File: config.mk
export PLATFORM = sky130hd
export DESIGN_NAME = quic_datagram_admission
export DESIGN_NICKNAME = d
export VERILOG_FILES = /design/src/hw/rtl/qda_pkg.sv /design/src/hw/rtl/qda_classify.sv /design/src/hw/rtl/qda_refill.sv /design/src/hw/rtl/qda_bucket.sv /design/src/hw/rtl/quic_datagram_admission.sv
export VERILOG_INCLUDE_DIRS = /design/src /design/src/hw/rtl
export SDC_FILE = /design/constraint.sdc
export NUM_CORES = 2
export LEC_CHECK = 0
export BUFFER_PORTS_ARGS = -buffer_cell sky130_fd_sc_hd__buf_2
export CAP_MARGIN = 20
export CORE_MARGIN = 1.5
export CORE_UTILIZATION = 56
export DETAILED_ROUTE_END_ITERATION = 7
export PLACE_DENSITY_LB_ADDON = 0.08
export SKIP_CTS_REPAIR_TIMING = 1
export SLEW_MARGIN = 30
export SYNTH_ARGS = -nofsm -noshare
export SYNTH_HDL_FRONTEND = slang
export SYNTH_SLANG_ARGS = --single-unit
File: constraint.sdc
create_clock -name clk -period 11.33 [get_ports clk]
set_input_delay 0 -clock clk [delete_from_list [all_inputs] [get_ports clk]]
set_output_delay 0 -clock clk [all_outputs]
set_load 0.01 [all_outputs]
File: src/hw/rtl/quic_datagram_admission_assert.svh
// Assertion macros for the datagram admission block.
// Expects signals named clk and rst_n in the scope of each use.
`ifndef QUIC_DATAGRAM_ADMISSION_ASSERT_SVH
`define QUIC_DATAGRAM_ADMISSION_ASSERT_SVH
`ifndef SYNTHESIS
`define QDA_ASSERT_NOW(label, ante, cons, msg) \
    label: assert property (@(posedge clk) disable iff (!rst_n) (ante) |-> (cons)) \
        else $error(msg);
`define QDA_ASSERT_NEXT(label, ante, cons, msg) \
    label: assert property (@(posedge clk) disable iff (!rst_n) (ante) |=> (cons)) \
        else $error(msg);
`else
`define QDA_ASSERT_NOW(label, ante, cons, msg)
`define QDA_ASSERT_NEXT(label, ante, cons, msg)
`endif
`endif

File: src/hw/rtl/qda_pkg.sv
// Shared types, constants and helper functions for the datagram admission block.
// No dependencies; imported by every module of the block.
package qda_pkg;

    // Field widths.
    localparam int unsigned LEN_W      = 12;
    localparam int unsigned STATUS_W   = 2;
    localparam int unsigned RATE_W     = 20;
    localparam int unsigned VER_W      = 32;
    localparam int unsigned TIME_W     = 64;
    localparam int unsigned TOK_W      = 32;
    localparam int unsigned RLEN_W     = 7;
    localparam int unsigned DISP_W     = 4;
    localparam int unsigned CFG_IDX_W  = 3;
    localparam int unsigned CFG_DATA_W = 32;

    // Milli-tokens per token and stateless reset length limits.
    localparam int unsigned MILLI         = 1000;
    localparam int unsigned RESET_MIN_LEN = 21;
    localparam int unsigned RESET_MAX_LEN = 64;

    // A cap is burst * 1000, which stays below 2^30.
    localparam int unsigned CAP_W = 30;

    // Refill arithmetic. Any elapsed time or product at or above 2^40 already
    // exceeds every possible cap, so only 40 bits go through the multiplier.
    localparam int unsigned ELAPSED_W   = 40;
    localparam int unsigned PROD_W      = ELAPSED_W + RATE_W;
    // Division by 1000 is a shift by 3 followed by an exact division by 125
    // through a reciprocal: q = (y * ceil(2^44 / 125)) >> 44 for y < 2^37.
    localparam int unsigned DIV_SHIFT   = 3;
    localparam int unsigned DIVIN_W     = ELAPSED_W - DIV_SHIFT;
    localparam int unsigned RECIP_W     = 38;
    localparam int unsigned RECIP_SHIFT = 44;
    localparam logic [RECIP_W-1:0] RECIP = 38'd140737488356;
    localparam int unsigned SPLIT_W     = 20;
    localparam int unsigned FULL_W      = DIVIN_W + RECIP_W;
    localparam int unsigned GAIN_W      = FULL_W - RECIP_SHIFT;

    typedef enum logic [DISP_W-1:0] {
        DISP_OVERSIZE      = 4'd0,
        DISP_TRUNCATED     = 4'd1,
        DISP_CID_TOO_LONG  = 4'd2,
        DISP_PEER_NEG      = 4'd3,
        DISP_KNOWN_CID     = 4'd4,
        DISP_RESET_SHORT   = 4'd5,
        DISP_NO_BUDGET     = 4'd6,
        DISP_SEND_RESET    = 4'd7,
        DISP_SHORT_INITIAL = 4'd8,
        DISP_SEND_NEG      = 4'd9,
        DISP_NO_TLS        = 4'd10
    } disp_t;

    typedef enum logic [STATUS_W-1:0] {
        STATUS_OK          = 2'd0,
        STATUS_TRUNCATED   = 2'd1,
        STATUS_CID_TOO_LONG = 2'd2,
        STATUS_UNKNOWN     = 2'd3
    } status_t;

    typedef enum logic [CFG_IDX_W-1:0] {
        CFG_RESET_RATE        = 3'd0,
        CFG_RESET_BURST       = 3'd1,
        CFG_NEG_RATE          = 3'd2,
        CFG_NEG_BURST         = 3'd3,
        CFG_MIN_INITIAL_LEN   = 3'd4,
        CFG_SUPPORTED_VERSION = 3'd5
    } cfg_idx_t;

    typedef struct packed {
        logic [RATE_W-1:0] reset_rate;
        logic [RATE_W-1:0] reset_burst;
        logic [RATE_W-1:0] negotiation_rate;
        logic [RATE_W-1:0] negotiation_burst;
        logic [LEN_W-1:0]  min_initial_len;
        logic [VER_W-1:0]  supported_version;
    } cfg_t;

    localparam cfg_t CFG_RESET = '{
        reset_rate:        20'd100,
        reset_burst:       20'd200,
        negotiation_rate:  20'd100,
        negotiation_burst: 20'd200,
        min_initial_len:   12'd1200,
        supported_version: 32'd1
    };

    typedef struct packed {
        logic [LEN_W-1:0]    dgram_len;
        logic [STATUS_W-1:0] parse_status;
        logic                is_peer_negotiation;
        logic                cid_known;
        logic                long_form;
        logic [VER_W-1:0]    packet_version;
        logic [TIME_W-1:0]   now_us;
    } item_t;

    // Outcome of classification. disp and rlen hold the result for a granted
    // token; a refused token turns them into no budget and zero.
    typedef struct packed {
        disp_t             disp;
        logic [RLEN_W-1:0] rlen;
        logic              active;   // a limited bucket is spent
        logic              sel_neg;  // negotiation bucket rather than reset bucket
        logic              sat;      // the bucket refills to its cap
    } verdict_t;

    // Load enables of pipeline stages one to five.
    typedef struct packed {
        logic s1;
        logic s2;
        logic s3;
        logic s4;
        logic s5;
    } pipe_en_t;

    // burst * 1000 written as burst * (1024 - 16 - 8).
    function automatic logic [CAP_W-1:0] mul_milli(input logic [RATE_W-1:0] burst);
        logic [CAP_W-1:0] w;
        w = CAP_W'(burst);
        return (w << 10) - (w << 4) - (w << 3);
    endfunction

endpackage

File: src/hw/rtl/qda_classify.sv
// Stage one of the datagram admission pipeline: decision tree, bucket choice,
// elapsed time and the two bucket epochs. Depends on qda_pkg.
module qda_classify
    import qda_pkg::*;
(
    input  logic                 clk,
    input  logic                 rst_n,
    input  pipe_en_t             pipe_en,
    input  item_t                item,
    input  cfg_t                 cfg,
    output verdict_t             verdict,
    output logic [ELAPSED_W-1:0] elapsed,
    output logic [RATE_W-1:0]    rate
);

    logic [TIME_W-1:0]    reset_epoch_reg;
    logic [TIME_W-1:0]    negotiation_epoch_reg;
    verdict_t             verdict_reg;
    verdict_t             verdict_next;
    logic [ELAPSED_W-1:0] elapsed_reg;
    logic [ELAPSED_W-1:0] elapsed_next;
    logic [RATE_W-1:0]    rate_reg;
    logic [RATE_W-1:0]    rate_next;
    logic                 bucket_path;
    logic [LEN_W-1:0]     len_m1;
    logic [TIME_W-1:0]    epoch_sel;
    logic                 first_use;
    logic [TIME_W:0]      diff;
    logic                 behind;

    assign len_m1 = item.dgram_len - LEN_W'(1);

    always_comb
    begin
        verdict_next         = '0;
        verdict_next.disp    = DISP_NO_TLS;
        bucket_path          = 1'b0;
        if (item.dgram_len == '0)
        begin
            verdict_next.disp = DISP_OVERSIZE;
        end
        else if (item.parse_status == STATUS_CID_TOO_LONG)
        begin
            verdict_next.disp = DISP_CID_TOO_LONG;
        end
        else if (item.parse_status != STATUS_OK)
        begin
            verdict_next.disp = DISP_TRUNCATED;
        end
        else if (item.is_peer_negotiation)
        begin
            verdict_next.disp = DISP_PEER_NEG;
        end
        else if (item.cid_known)
        begin
            verdict_next.disp = DISP_KNOWN_CID;
        end
        else if (!item.long_form)
        begin
            if (item.dgram_len < LEN_W'(RESET_MIN_LEN + 1))
            begin
                verdict_next.disp = DISP_RESET_SHORT;
            end
            else
            begin
                verdict_next.disp = DISP_SEND_RESET;
                verdict_next.rlen = (len_m1 > LEN_W'(RESET_MAX_LEN)) ?
                                    RLEN_W'(RESET_MAX_LEN) : len_m1[RLEN_W-1:0];
                bucket_path       = 1'b1;
            end
        end
        else if (item.dgram_len < cfg.min_initial_len)
        begin
            verdict_next.disp = DISP_SHORT_INITIAL;
        end
        else if (item.packet_version != cfg.supported_version)
        begin
            verdict_next.disp    = DISP_SEND_NEG;
            verdict_next.sel_neg = 1'b1;
            bucket_path          = 1'b1;
        end

        rate_next = verdict_next.sel_neg ? cfg.negotiation_rate : cfg.reset_rate;
        verdict_next.active = bucket_path && (rate_next != '0);

        // A bucket that has not been started takes the current time, so no
        // time has elapsed and it fills to its cap.
        epoch_sel = verdict_next.sel_neg ? negotiation_epoch_reg : reset_epoch_reg;
        first_use = (epoch_sel == '0);
        diff      = {1'b0, item.now_us} - {1'b0, epoch_sel};
        behind    = diff[TIME_W];
        if (first_use || behind)
        begin
            elapsed_next = '0;
        end
        else
        begin
            elapsed_next = diff[ELAPSED_W-1:0];
        end
        verdict_next.sat = first_use ||
                           (!behind && (diff[TIME_W-1:ELAPSED_W] != '0));
    end

    always_ff @(posedge clk or negedge rst_n)
    begin
        if (!rst_n)
        begin
            reset_epoch_reg       <= '0;
            negotiation_epoch_reg <= '0;
        end
        else if (pipe_en.s1 && verdict_next.active)
        begin
            if (verdict_next.sel_neg)
            begin
                negotiation_epoch_reg <= item.now_us;
            end
            else
            begin
                reset_epoch_reg <= item.now_us;
            end
        end
    end

    always_ff @(posedge clk)
    begin
        if (pipe_en.s1)
        begin
            verdict_reg <= verdict_next;
            elapsed_reg <= elapsed_next;
            rate_reg    <= rate_next;
        end
    end

    assign verdict = verdict_reg;
    assign elapsed = elapsed_reg;
    assign rate    = rate_reg;

endmodule

File: src/hw/rtl/qda_refill.sv
// Stages two to four of the datagram admission pipeline: rate times elapsed,
// then an exact division by 1000 through reciprocal partial products. Depends on qda_pkg.
module qda_refill
    import qda_pkg::*;
(
    input  logic                 clk,
    input  pipe_en_t             pipe_en,
    input  verdict_t             verdict_in,
    input  logic [ELAPSED_W-1:0] elapsed,
    input  logic [RATE_W-1:0]    rate,
    output verdict_t             verdict_out,
    output logic [GAIN_W-1:0]    gain
);

    localparam int unsigned YH_W = DIVIN_W - SPLIT_W;
    localparam int unsigned MH_W = RECIP_W - SPLIT_W;

    // Stage two: product.
    verdict_t                      v2_reg;
    logic [PROD_W-1:0]             prod_reg;
    // Stage three: partial products.
    verdict_t                      v3_reg;
    verdict_t                      v3_next;
    logic [YH_W+MH_W-1:0]          pp_hh_reg;
    logic [YH_W+SPLIT_W-1:0]       pp_hl_reg;
    logic [SPLIT_W+MH_W-1:0]       pp_lh_reg;
    logic [2*SPLIT_W-1:0]          pp_ll_reg;
    // Stage four: quotient.
    verdict_t                      v4_reg;
    logic [GAIN_W-1:0]             gain_reg;

    logic [DIVIN_W-1:0]            divin;
    logic [YH_W-1:0]               y_hi;
    logic [SPLIT_W-1:0]            y_lo;
    logic [MH_W-1:0]               m_hi;
    logic [SPLIT_W-1:0]            m_lo;
    logic [FULL_W-1:0]             full;

    always_ff @(posedge clk)
    begin
        if (pipe_en.s2)
        begin
            v2_reg   <= verdict_in;
            prod_reg <= PROD_W'(elapsed) * PROD_W'(rate);
        end
    end

    // Dropping the low three bits divides by eight; the reciprocal does the 125.
    always_comb
    begin
        divin       = prod_reg[ELAPSED_W-1:DIV_SHIFT];
        y_hi        = divin[DIVIN_W-1:SPLIT_W];
        y_lo        = divin[SPLIT_W-1:0];
        m_hi        = RECIP[RECIP_W-1:SPLIT_W];
        m_lo        = RECIP[SPLIT_W-1:0];
        v3_next     = v2_reg;
        v3_next.sat = v2_reg.sat || (prod_reg[PROD_W-1:ELAPSED_W] != '0);
    end

    always_ff @(posedge clk)
    begin
        if (pipe_en.s3)
        begin
            v3_reg    <= v3_next;
            pp_hh_reg <= (YH_W+MH_W)'(y_hi) * (YH_W+MH_W)'(m_hi);
            pp_hl_reg <= (YH_W+SPLIT_W)'(y_hi) * (YH_W+SPLIT_W)'(m_lo);
            pp_lh_reg <= (SPLIT_W+MH_W)'(y_lo) * (SPLIT_W+MH_W)'(m_hi);
            pp_ll_reg <= (2*SPLIT_W)'(y_lo) * (2*SPLIT_W)'(m_lo);
        end
    end

    assign full = (FULL_W'(pp_hh_reg) << (2 * SPLIT_W))
                + (FULL_W'(pp_hl_reg) << SPLIT_W)
                + (FULL_W'(pp_lh_reg) << SPLIT_W)
                + FULL_W'(pp_ll_reg);

    always_ff @(posedge clk)
    begin
        if (pipe_en.s4)
        begin
            v4_reg   <= v3_reg;
            gain_reg <= full[FULL_W-1:RECIP_SHIFT];
        end
    end

    assign verdict_out = v4_reg;
    assign gain        = gain_reg;

endmodule

File: src/hw/rtl/qda_bucket.sv
// Stage five of the datagram admission pipeline: token state of both buckets,
// the grant decision and the result register. Depends on qda_pkg.
module qda_bucket
    import qda_pkg::*;
(
    input  logic              clk,
    input  logic              rst_n,
    input  pipe_en_t          pipe_en,
    input  verdict_t          verdict,
    input  logic [GAIN_W-1:0] gain,
    input  cfg_t              cfg,
    output logic [DISP_W-1:0] disposition,
    output logic [RLEN_W-1:0] reply_len
);

    logic [TOK_W-1:0]  reset_tokens_reg;
    logic [TOK_W-1:0]  negotiation_tokens_reg;
    logic [CAP_W-1:0]  reset_cap_reg;
    logic [CAP_W-1:0]  negotiation_cap_reg;
    logic [DISP_W-1:0] disp_reg;
    logic [DISP_W-1:0] disp_next;
    logic [RLEN_W-1:0] rlen_reg;
    logic [RLEN_W-1:0] rlen_next;

    logic [TOK_W-1:0]  tok_sel;
    logic [CAP_W-1:0]  cap_sel;
    logic [TOK_W:0]    sum;
    logic [TOK_W-1:0]  filled;
    logic              grant;
    logic [TOK_W-1:0]  tokens_next;

    always_comb
    begin
        tok_sel = verdict.sel_neg ? negotiation_tokens_reg : reset_tokens_reg;
        cap_sel = verdict.sel_neg ? negotiation_cap_reg : reset_cap_reg;
        sum     = (TOK_W+1)'(tok_sel) + (TOK_W+1)'(gain);
        // A bucket above its cap (burst lowered) is cut back to the cap here too.
        if (verdict.sat || (sum >= (TOK_W+1)'(cap_sel)))
        begin
            filled = TOK_W'(cap_sel);
        end
        else
        begin
            filled = sum[TOK_W-1:0];
        end
        grant       = (filled >= TOK_W'(MILLI));
        tokens_next = grant ? (filled - TOK_W'(MILLI)) : filled;

        if (verdict.active && !grant)
        begin
            disp_next = DISP_NO_BUDGET;
            rlen_next = '0;
        end
        else
        begin
            disp_next = verdict.disp;
            rlen_next = verdict.rlen;
        end
    end

    always_ff @(posedge clk or negedge rst_n)
    begin
        if (!rst_n)
        begin
            reset_tokens_reg       <= '0;
            negotiation_tokens_reg <= '0;
            reset_cap_reg          <= mul_milli(CFG_RESET.reset_burst);
            negotiation_cap_reg    <= mul_milli(CFG_RESET.negotiation_burst);
        end
        else
        begin
            reset_cap_reg       <= mul_milli(cfg.reset_burst);
            negotiation_cap_reg <= mul_milli(cfg.negotiation_burst);
            if (pipe_en.s5 && verdict.active)
            begin
                if (verdict.sel_neg)
                begin
                    negotiation_tokens_reg <= tokens_next;
                end
                else
                begin
                    reset_tokens_reg <= tokens_next;
                end
            end
        end
    end

    always_ff @(posedge clk)
    begin
        if (pipe_en.s5)
        begin
            disp_reg <= disp_next;
            rlen_reg <= rlen_next;
        end
    end

    assign disposition = disp_reg;
    assign reply_len   = rlen_reg;

endmodule

File: src/hw/rtl/quic_datagram_admission.sv
// Top level of the QUIC datagram admission block: configuration registers,
// input register, pipeline control and the three pipeline modules.
// Depends on qda_pkg, qda_classify, qda_refill, qda_bucket and the assert header.
//
//   Channel  Direction  Handshake                Word
//   cfg      in         cfg_valid / cfg_ready    cfg_index, cfg_data
//   in       in         in_valid / in_stall      dgram_len .. now_us
//   out      out        out_valid / out_stall    disposition, reply_len
//
// One datagram word can be taken in every cycle while in_stall is low.
// Its result passes through registers for classification, the refill product, the
// partial products and the quotient of the divide by 1000, and the bucket update.
// rst_n restores the configuration defaults, empties the pipeline and leaves both
// buckets unstarted. An output stall freezes only full stages, so bubbles close up
// and words are taken until all six stages hold one; cfg_ready is always high.
`include "quic_datagram_admission_assert.svh"

module quic_datagram_admission
    import qda_pkg::*;
(
    input  logic                  clk,
    input  logic                  rst_n,
    // Configuration writes.
    input  logic                  cfg_valid,
    output logic                  cfg_ready,
    input  logic [CFG_IDX_W-1:0]  cfg_index,
    input  logic [CFG_DATA_W-1:0] cfg_data,
    // Datagram words.
    input  logic                  in_valid,
    output logic                  in_stall,
    input  logic [LEN_W-1:0]      dgram_len,
    input  logic [STATUS_W-1:0]   parse_status,
    input  logic                  is_peer_negotiation,
    input  logic                  cid_known,
    input  logic                  long_form,
    input  logic [VER_W-1:0]      packet_version,
    input  logic [TIME_W-1:0]     now_us,
    // Result words.
    output logic                  out_valid,
    input  logic                  out_stall,
    output logic [DISP_W-1:0]     disposition,
    output logic [RLEN_W-1:0]     reply_len
);

    // Stage 0 is the input register, stage 5 the result register.
    localparam int unsigned NUM_STAGES = 6;
    localparam int unsigned LAST       = NUM_STAGES - 1;

    cfg_t                    cfg_reg;
    item_t                   item_reg;
    logic [NUM_STAGES-1:0]   valid_reg;
    logic [NUM_STAGES-1:0]   valid_next;
    logic [NUM_STAGES-1:0]   ready;
    pipe_en_t                pipe_en;
    logic                    in_load;

    verdict_t                cls_verdict;
    logic [ELAPSED_W-1:0]    cls_elapsed;
    logic [RATE_W-1:0]       cls_rate;
    verdict_t                ref_verdict;
    logic [GAIN_W-1:0]       ref_gain;

    // Configuration registers; indexes beyond the list are dropped.
    assign cfg_ready = 1'b1;

    always_ff @(posedge clk or negedge rst_n)
    begin
        if (!rst_n)
        begin
            cfg_reg <= CFG_RESET;
        end
        else if (cfg_valid && cfg_ready)
        begin
            unique case (cfg_idx_t'(cfg_index))
                CFG_RESET_RATE:        cfg_reg.reset_rate        <= cfg_data[RATE_W-1:0];
                CFG_RESET_BURST:       cfg_reg.reset_burst       <= cfg_data[RATE_W-1:0];
                CFG_NEG_RATE:          cfg_reg.negotiation_rate  <= cfg_data[RATE_W-1:0];
                CFG_NEG_BURST:         cfg_reg.negotiation_burst <= cfg_data[RATE_W-1:0];
                CFG_MIN_INITIAL_LEN:   cfg_reg.min_initial_len   <= cfg_data[LEN_W-1:0];
                CFG_SUPPORTED_VERSION: cfg_reg.supported_version <= cfg_data[VER_W-1:0];
                default:               ;
            endcase
        end
    end

    // Each stage can take a word when it is empty or when its own word moves
    // on, so a stall ripples back only through full stages.
    always_comb
    begin
        ready[LAST] = !valid_reg[LAST] || !out_stall;
        for (int k = LAST - 1; k >= 0; k--)
        begin
            ready[k] = !valid_reg[k] || ready[k+1];
        end
        valid_next[0] = ready[0] ? in_valid : valid_reg[0];
        for (int k = 1; k < NUM_STAGES; k++)
        begin
            valid_next[k] = ready[k] ? valid_reg[k-1] : valid_reg[k];
        end
    end

    assign in_load    = ready[0] && in_valid;
    assign pipe_en.s1 = ready[1] && valid_reg[0];
    assign pipe_en.s2 = ready[2] && valid_reg[1];
    assign pipe_en.s3 = ready[3] && valid_reg[2];
    assign pipe_en.s4 = ready[4] && valid_reg[3];
    assign pipe_en.s5 = ready[5] && valid_reg[4];

    always_ff @(posedge clk or negedge rst_n)
    begin
        if (!rst_n)
        begin
            valid_reg <= '0;
        end
        else
        begin
            valid_reg <= valid_next;
        end
    end

    always_ff @(posedge clk)
    begin
        if (in_load)
        begin
            item_reg.dgram_len           <= dgram_len;
            item_reg.parse_status        <= parse_status;
            item_reg.is_peer_negotiation <= is_peer_negotiation;
            item_reg.cid_known           <= cid_known;
            item_reg.long_form           <= long_form;
            item_reg.packet_version      <= packet_version;
            item_reg.now_us              <= now_us;
        end
    end

    assign in_stall  = !ready[0];
    assign out_valid = valid_reg[LAST];

    qda_classify u_classify (
        .clk     (clk),
        .rst_n   (rst_n),
        .pipe_en (pipe_en),
        .item    (item_reg),
        .cfg     (cfg_reg),
        .verdict (cls_verdict),
        .elapsed (cls_elapsed),
        .rate    (cls_rate)
    );

    qda_refill u_refill (
        .clk         (clk),
        .pipe_en     (pipe_en),
        .verdict_in  (cls_verdict),
        .elapsed     (cls_elapsed),
        .rate        (cls_rate),
        .verdict_out (ref_verdict),
        .gain        (ref_gain)
    );

    qda_bucket u_bucket (
        .clk         (clk),
        .rst_n       (rst_n),
        .pipe_en     (pipe_en),
        .verdict     (ref_verdict),
        .gain        (ref_gain),
        .cfg         (cfg_reg),
        .disposition (disposition),
        .reply_len   (reply_len)
    );

    // Only a stateless reset carries a reply length.
    `QDA_ASSERT_NOW(a_rlen_only_on_reset,
        out_valid && (disposition != DISP_SEND_RESET),
        reply_len == '0,
        "reply length set on a result that is not a stateless reset")
    `QDA_ASSERT_NOW(a_rlen_range,
        out_valid && (disposition == DISP_SEND_RESET),
        (reply_len >= RLEN_W'(RESET_MIN_LEN)) && (reply_len <= RLEN_W'(RESET_MAX_LEN)),
        "stateless reset length out of range")
    `QDA_ASSERT_NOW(a_ready_chain,
        !out_stall,
        !in_stall,
        "input stalled although the output is free")
    `QDA_ASSERT_NEXT(a_no_loss_when_full,
        valid_reg[LAST-1] && valid_reg[LAST] && out_stall,
        valid_reg[LAST-1] && valid_reg[LAST],
        "word lost in the last two stages during an output stall")

endmodule
### Word-level counts from Yosys, hierarchy flattened

Index checks and enable logic that the tools add are counted.

| cells by class | value |
|---|---|
| bitwise gates (word level) | 2 |
| eq/ne operators | 7 |
| reductions and logical operators | 53 |
| multiply operators | 5 |
| add/subtract/negate cells | 11 |
| mux-type cells | 30 |
| $lt $le $gt $ge | 5 |

Operators by type and width:

| operator | count |
|---|---|
| 32-bit two-way mux | 3 |
| 20-bit by 18-bit multiplier with 38-bit output, second input constant | 2 |
| 75-bit by 40-bit adder with 75-bit output | 1 |
| 75-bit by 57-bit adder with 75-bit output | 1 |
| 75-bit by 58-bit adder with 75-bit output | 1 |
| 17-bit by 18-bit multiplier with 35-bit output, second input constant | 2 |
| 64-bit by 64-bit subtractor with 65-bit output | 1 |
| 64-bit logical NOT | 1 |
| 64-bit two-way mux | 1 |
| 40-bit by 20-bit multiplier with 60-bit output | 1 |
| 30-bit by 23-bit subtractor with 30-bit output | 2 |
| 30-bit by 24-bit subtractor with 30-bit output | 2 |
| 20-bit nonzero test | 2 |
| 32-bit by 31-bit adder with 33-bit output | 1 |
| 33-bit by 30-bit greater-or-equal comparator with 1-bit output | 1 |
| 32-bit by 10-bit greater-or-equal comparator with 1-bit output, second input constant | 1 |
| 32-bit != test | 1 |
| 32-bit by 10-bit subtractor with 32-bit output, second input constant | 1 |
| 30-bit two-way mux | 1 |
| 24-bit nonzero test | 1 |
| 20-bit two-way mux | 1 |
| 2-bit AND reduction | 10 |
| 1-bit two-way mux | 15 |
| 12-bit by 7-bit greater-than comparator with 1-bit output, second input constant | 1 |
| 23 further kinds | 59 |

| storage, ports and cells | value |
|---|---|
| output and inout bits | 14 |
| register bits | 859 |

### Longest topological paths before layout

| logic depth | value |
|---|---|
| depth in word-level cells | 14 |
| depth in mapped cells | 39 |
| mapped depth without buffers | 34 |

### Hierarchy

A second synthesis with hierarchy kept.

| unflattened totals | value |
|---|---|
| cell total of the unflattened synthesis | 8965 |
| area, all modules | 90469.3 µm² |

Modules (own cells, without submodules):

| module | instances | area each (µm²) | cells each |
|---|---|---|---|
| qda_refill | 1 | 54651.2 | 5450 |
| qda_classify | 1 | 14964.4 | 1660 |
| qda_bucket | 1 | 12523.3 | 1450 |
| quic_datagram_admission | 1 | 8330.5 | 405 |

### Worst setup path before layout

Ideal clock, no wire load.

| timing path | value |
|---|---|
| kind | register to register |
| from | register u_refill.v4_reg (netlist bit u_refill.verdict_out[1]) |
| to | register u_bucket.negotiation_tokens_reg[29] |
| cell stages (with the launch flop) | 38 |
| buffers on the path | 6 |
| arrival time | 8225 ps |
| library setup time | 125 ps |
| period minus slack after synthesis | 8350 ps |
| setup slack | 2980 ps |
| cell sequence | edfxtp_1 clkbuf_1 clkbuf_1 clkbuf_1 clkbuf_1 mux2_2 ha_1 a21o_1 a21oi_1 o21bai_1 a2111oi_0 o31ai_1 o211ai_1 nand2_1 o311ai_0 ha_1 a21o_1 a21o_1 [... 2 more ...] nor2b_1 o21ai_0 nand2b_1 a21oi_1 a21oi_1 nor3_1 nand4_1 clkbuf_1 clkbuf_1 mux2i_1 ha_1 nor2_1 mux2i_1 nand3_1 or2_2 nor3_1 xnor2_1 mux2_2 |

| on the way | value |
|---|---|
| cells in the longest elaborated chain, start to end | 7 |

Ends and longest elaborated chain:

| what | line | source |
|---|---|---|
| start: declaration | qda_refill.sv:29 | `verdict_t v4_reg;` |
| start signal: assignment | qda_refill.sv:81 | `v4_reg <= v3_reg;` |
| 32-bit two-way mux | qda_bucket.sv:34 | `tok_sel = verdict.sel_neg ? negotiation_tokens_reg : reset_tokens_reg;` |
| 32-bit by 31-bit adder with 33-bit output | qda_bucket.sv:36 | `sum = (TOK_W+1)'(tok_sel) + (TOK_W+1)'(gain);` |
| 33-bit by 30-bit greater-or-equal comparator with 1-bit output | qda_bucket.sv:38 | `if (verdict.sat \|\| (sum >= (TOK_W+1)'(cap_sel)))` |
| 1-bit logical OR | qda_bucket.sv:38 |  |
| 32-bit two-way mux | qda_bucket.sv:38 |  |
| 32-bit by 10-bit subtractor with 32-bit output or 32-bit by 10-bit greater-or-equal comparator with 1-bit output (tied branches) | qda_bucket.sv:47, qda_bucket.sv:46 |  |
| 32-bit two-way mux | qda_bucket.sv:47 | `tokens_next = grant ? (filled - TOK_W'(MILLI)) : filled;` |
| end signal: assignment | qda_bucket.sv:78 | `negotiation_tokens_reg <= tokens_next;` |
| end: declaration | qda_bucket.sv:17 | `logic [TOK_W-1:0] negotiation_tokens_reg;` |

Several ways; a longest one is shown, not always the timed one.
A chain may end at the register's enable or synchronous reset.

### Worst setup path after layout

| timing path | value |
|---|---|
| from | register u_classify.rate_reg[2] (netlist: u_classify.rate[2]) |
| to | register u_refill.prod_reg[58], data pin |

| on the way | value |
|---|---|
| cells in the longest elaborated chain, start to end | 1 |

Ends and longest elaborated chain:

| what | line | source |
|---|---|---|
| start: declaration | qda_classify.sv:22 | `logic [RATE_W-1:0] rate_reg;` |
| start signal: assignment | qda_classify.sv:130 | `rate_reg <= rate_next;` |
| 40-bit by 20-bit multiplier with 60-bit output | qda_refill.sv:44 | `prod_reg <= PROD_W'(elapsed) * PROD_W'(rate);` |
| end signal: assignment | qda_refill.sv:44 |  |
| end: declaration | qda_refill.sv:20 | `logic [PROD_W-1:0] prod_reg;` |

Every way passes these cells.

==> summary.txt <==
Outcome
  • Status: finished with violations
  • Failing checks: hold timing

Synth
  • Syn_area_per_cell: approximately 10 um^2
  • Mux cell area share after synthesis: ~4%
  • Distinct cells, synth: about 110
  • Xor and xnor area share after synthesis: between 3 and 4%
  • Leading area contributor after synthesis: fa_1
  • Synth Area in Compound Gates: between 8 and 9%
  • Yosys top cell area share: between 20% and 30%
  • Sequential area share after synthesis: between 20% and 30%
  • Synth Area in Adders: between 30% and 40%
  • Post-Syn Area: ~88000 um^2
  • Synth Register Bits: slightly above 800
  • Post-Synth Simple-Gate Area: about an eighth
  • Largest family of logic cells by synthesized area: adder cells
  • Synth warnings: 0
  • Asr flop ratio synth: between 40 and 50%
  • Syn Nets: approximately 11k
  • Post-synth EDFFs: roughly 450
  • Area contributors post-synth: fa_1, edfxtp_1, ha_1, dfrtp_1, inv_1
  • Ys flop type: edfxtp_1
  • Gate Count Post-Synth: just under 9k

Clocking
  • Num Clock Sinks: 828
  • CTS tree: built
  • CTS Buf Count: 93
  • Htree depth: 3
  • Clock Tree Root: clkbuf_16
  • Clk_lat worst skew: about 0.74 ns
  • Deepest clock path buffer count: 3
  • Clk slew on worst S/H paths: approximately 0.07 ns

Worst setup path
  • Maximum single-stage delay on the critical path: between 0.6 and 0.7 ns
  • Kind of critical path: flip-flop to flip-flop
  • Reg2Reg Setup Slack: 1.88 ns
  • Critical path endpoint category: flip-flop
  • Arr. time, crit path: slightly below 10 ns
  • Number of cells on the worst reg-to-reg path: 32
  • FF-to-FF Start: u_classify.rate[2]
  • Startpoint Class: flip-flop
  • Crit path max fanout: 32
  • Crit-path most repeated cell: fa_1
  • Critical-path top delay cell: or4b_2
  • Endpoint of the worst register-to-register path: u_refill.prod_reg[58]
  • CP Data Required Time: between 10 and 15 ns

Floorplan
  • Die X: 400 um
  • Initial core utilization: between 50% and 60%
  • Cell row count: ~150
  • Placeable Area: approximately 160000 um^2
  • Die H: about 400 um
  • IO Pins: between 150 and 200
  • Die area: 160000 um^2

Layout
  • Area delta synth->final: 10.1%
  • Most frequent cells in the layout: inv_1, fa_1, nand2_1
  • Commonest non-fill, non-tap cell in the layout: inv_1
  • Layout cells sized above 1: under 10%
  • Fillers: between 10k and 15k
  • Fin nets: roughly 11k
  • Largest register FFs: approximately 120

Detailed routing
  • Iter 0 DRT Violations: 4322
  • Initial DRT Pass Iterations: 5
  • Post-route ant nets: 0
  • Drt drc: 0
  • Vias post-DR: ~63k
  • Number of vias per cell: ~5.7
  • Total Wirelength: 238000 um
  • Wire length per cell: 21.4 um

Global routing
  • Vias in the first global route: 64.7k
  • GRT overflow: 0
  • Initial antenna violation count: 11
  • Largest net degree at the start of global routing: 100
  • First-pass GRT wire length: approximately 370000 um
  • Global-route usage over all layers: 30.0%

Job
  • Number of max-cap violations: 0

Place
  • I/O Buffers: 165
  • Hpwl dp: roughly 180000 um
  • Placer Congestion: about 0.93

STA
  • Share of the clock period used by the worst path: a little over four fifths
  • Fin Clk Skew: approximately 0.07 ns
  • Slew Limit Fails: 0
  • Max Clk Rate: approximately 0.11 GHz
  • Worst relative slew slack: roughly a third
  • Setup TNS: 0 ns
  • Final setup vio count: 0
  • Fin. Hold Viols: 1
  • Hold slack: -0.00913 ns
  • Worst-Margin Slew: about 0.99 ns
  • RSZ-0062 raised after global routing: no
  • Min cycle time layout: approximately 9.5 ns

Min path
  • HP Start: packet_version[7]
  • Hold Crit Class: input port to flip-flop
  • Hold Path Stages: 2
  • Hold endpoint: item_reg[71]
-- stage by stage --
step	hold slack (ns)	worst slack, ns	area (um^2)	utilization (%)	std cells
after floorplan	-0.296	2.98	88200	-	8655
after global placement	0.0718	1.90	91200	58.3	10700
after detailed placement	0.0792	1.90	91200	58.3	10700
after CTS	-0.723	1.86	94600	60.5	10900
after global routing	-0.0316	1.39	97100	62.1	11100
final	-0.00913	1.88	97100	62.1	11100
-- synthesized netlist by cell type (25+ instances only) --
cell type and count:
ha_1 922, a21boi_0 39, dfrtp_1 347, fa_1 1096, o21ai_0 263, nand4_1 67, nor2b_1 65, nor4_1 44
o21bai_1 48, xor2_1 100, dfstp_2 29, mux2_2 242, or3_1 33, o211ai_1 29, o31ai_1 34, xnor2_1 269
a31oi_1 40, and2_1 286, clkbuf_1 254, nor3_1 103, inv_1 1487, a21oi_1 238, edfxtp_1 452, nand2_1 938
nand3_1 83, a211oi_1 25, and3_1 35, mux2i_1 91, o21a_1 62, nor2_1 374, nand2b_1 57, a21o_1 126
-- cells by family (layout without fill, tap and decap cells) --
| kind of cell | after synthesis | count (layout) |
|---|---|---|
| simple gates | 2182 | 2182 |
| fa+ha+maj | 2039 | 2039 |
| buf+inv | 1781 | 2170 |
| compound gates | 1122 | 1122 |
| flops | 828 | 828 |
| xor+xnor | 369 | 369 |
| mux | 333 | 333 |
| other cells | 1 | 3 |
-- routing by layer --
metal | vias to the layer above | GRT usage (%) | share of wire, %
met5 | - | 0 | 0.024
met4 | 8 | 9.16 | 3.3
met3 | 425 | 3.88 | 5.7
met2 | 1803 | 49.9 | 48
met1 | 31500 | 41.0 | 43
li1 | 29000 | - | -
-- final cells by class --
class	instances	area (um^2)	area share, %
Antenna cell	2	5.00	0.00515
Sequential cell	828	23000	23.7
Tap cell	2058	2570	2.65
Multi-Input combinational cell	6046	58500	60.3
Timing Repair Buffer	506	4080	4.20
Clock inverter	56	779	0.803
Clock buffer	116	2530	2.60
Inverter	1492	5610	5.77
-- worst max-delay path, delay by kind of cell (launching register included) --
kind	cells	cell delay [ns]
xor gates and xnor gates	1	0.13
AOI/OAI and AO/OA	14	3.43
and+or+nand+nor	3	0.90
DFF	1	0.52
adders and majority gates	8	3.53
buffers and inverters	6	0.68
-- worst max path at each step --
stage                             from                                  end  slack (ns)  cells past startpoint
6_report            u_classify.rate[2]                u_refill.prod_reg[58]        1.88                     32
2_1_floorplan  u_refill.verdict_out[1]  u_bucket.negotiation_tokens_reg[29]        2.98                     37
3_3_place_gp        u_classify.rate[5]                u_refill.prod_reg[58]        1.90                     27
4_1_cts             u_classify.rate[2]                u_refill.prod_reg[58]        1.86                     32
3_5_place_dp        u_classify.rate[2]                u_refill.prod_reg[58]        1.90                     32
5_1_grt             u_classify.rate[2]                u_refill.prod_reg[58]        1.39                     32
Power is left out: the tool's default activity adds up to more than one toggle a clock period on the data nets, which glitch-free logic cannot reach.
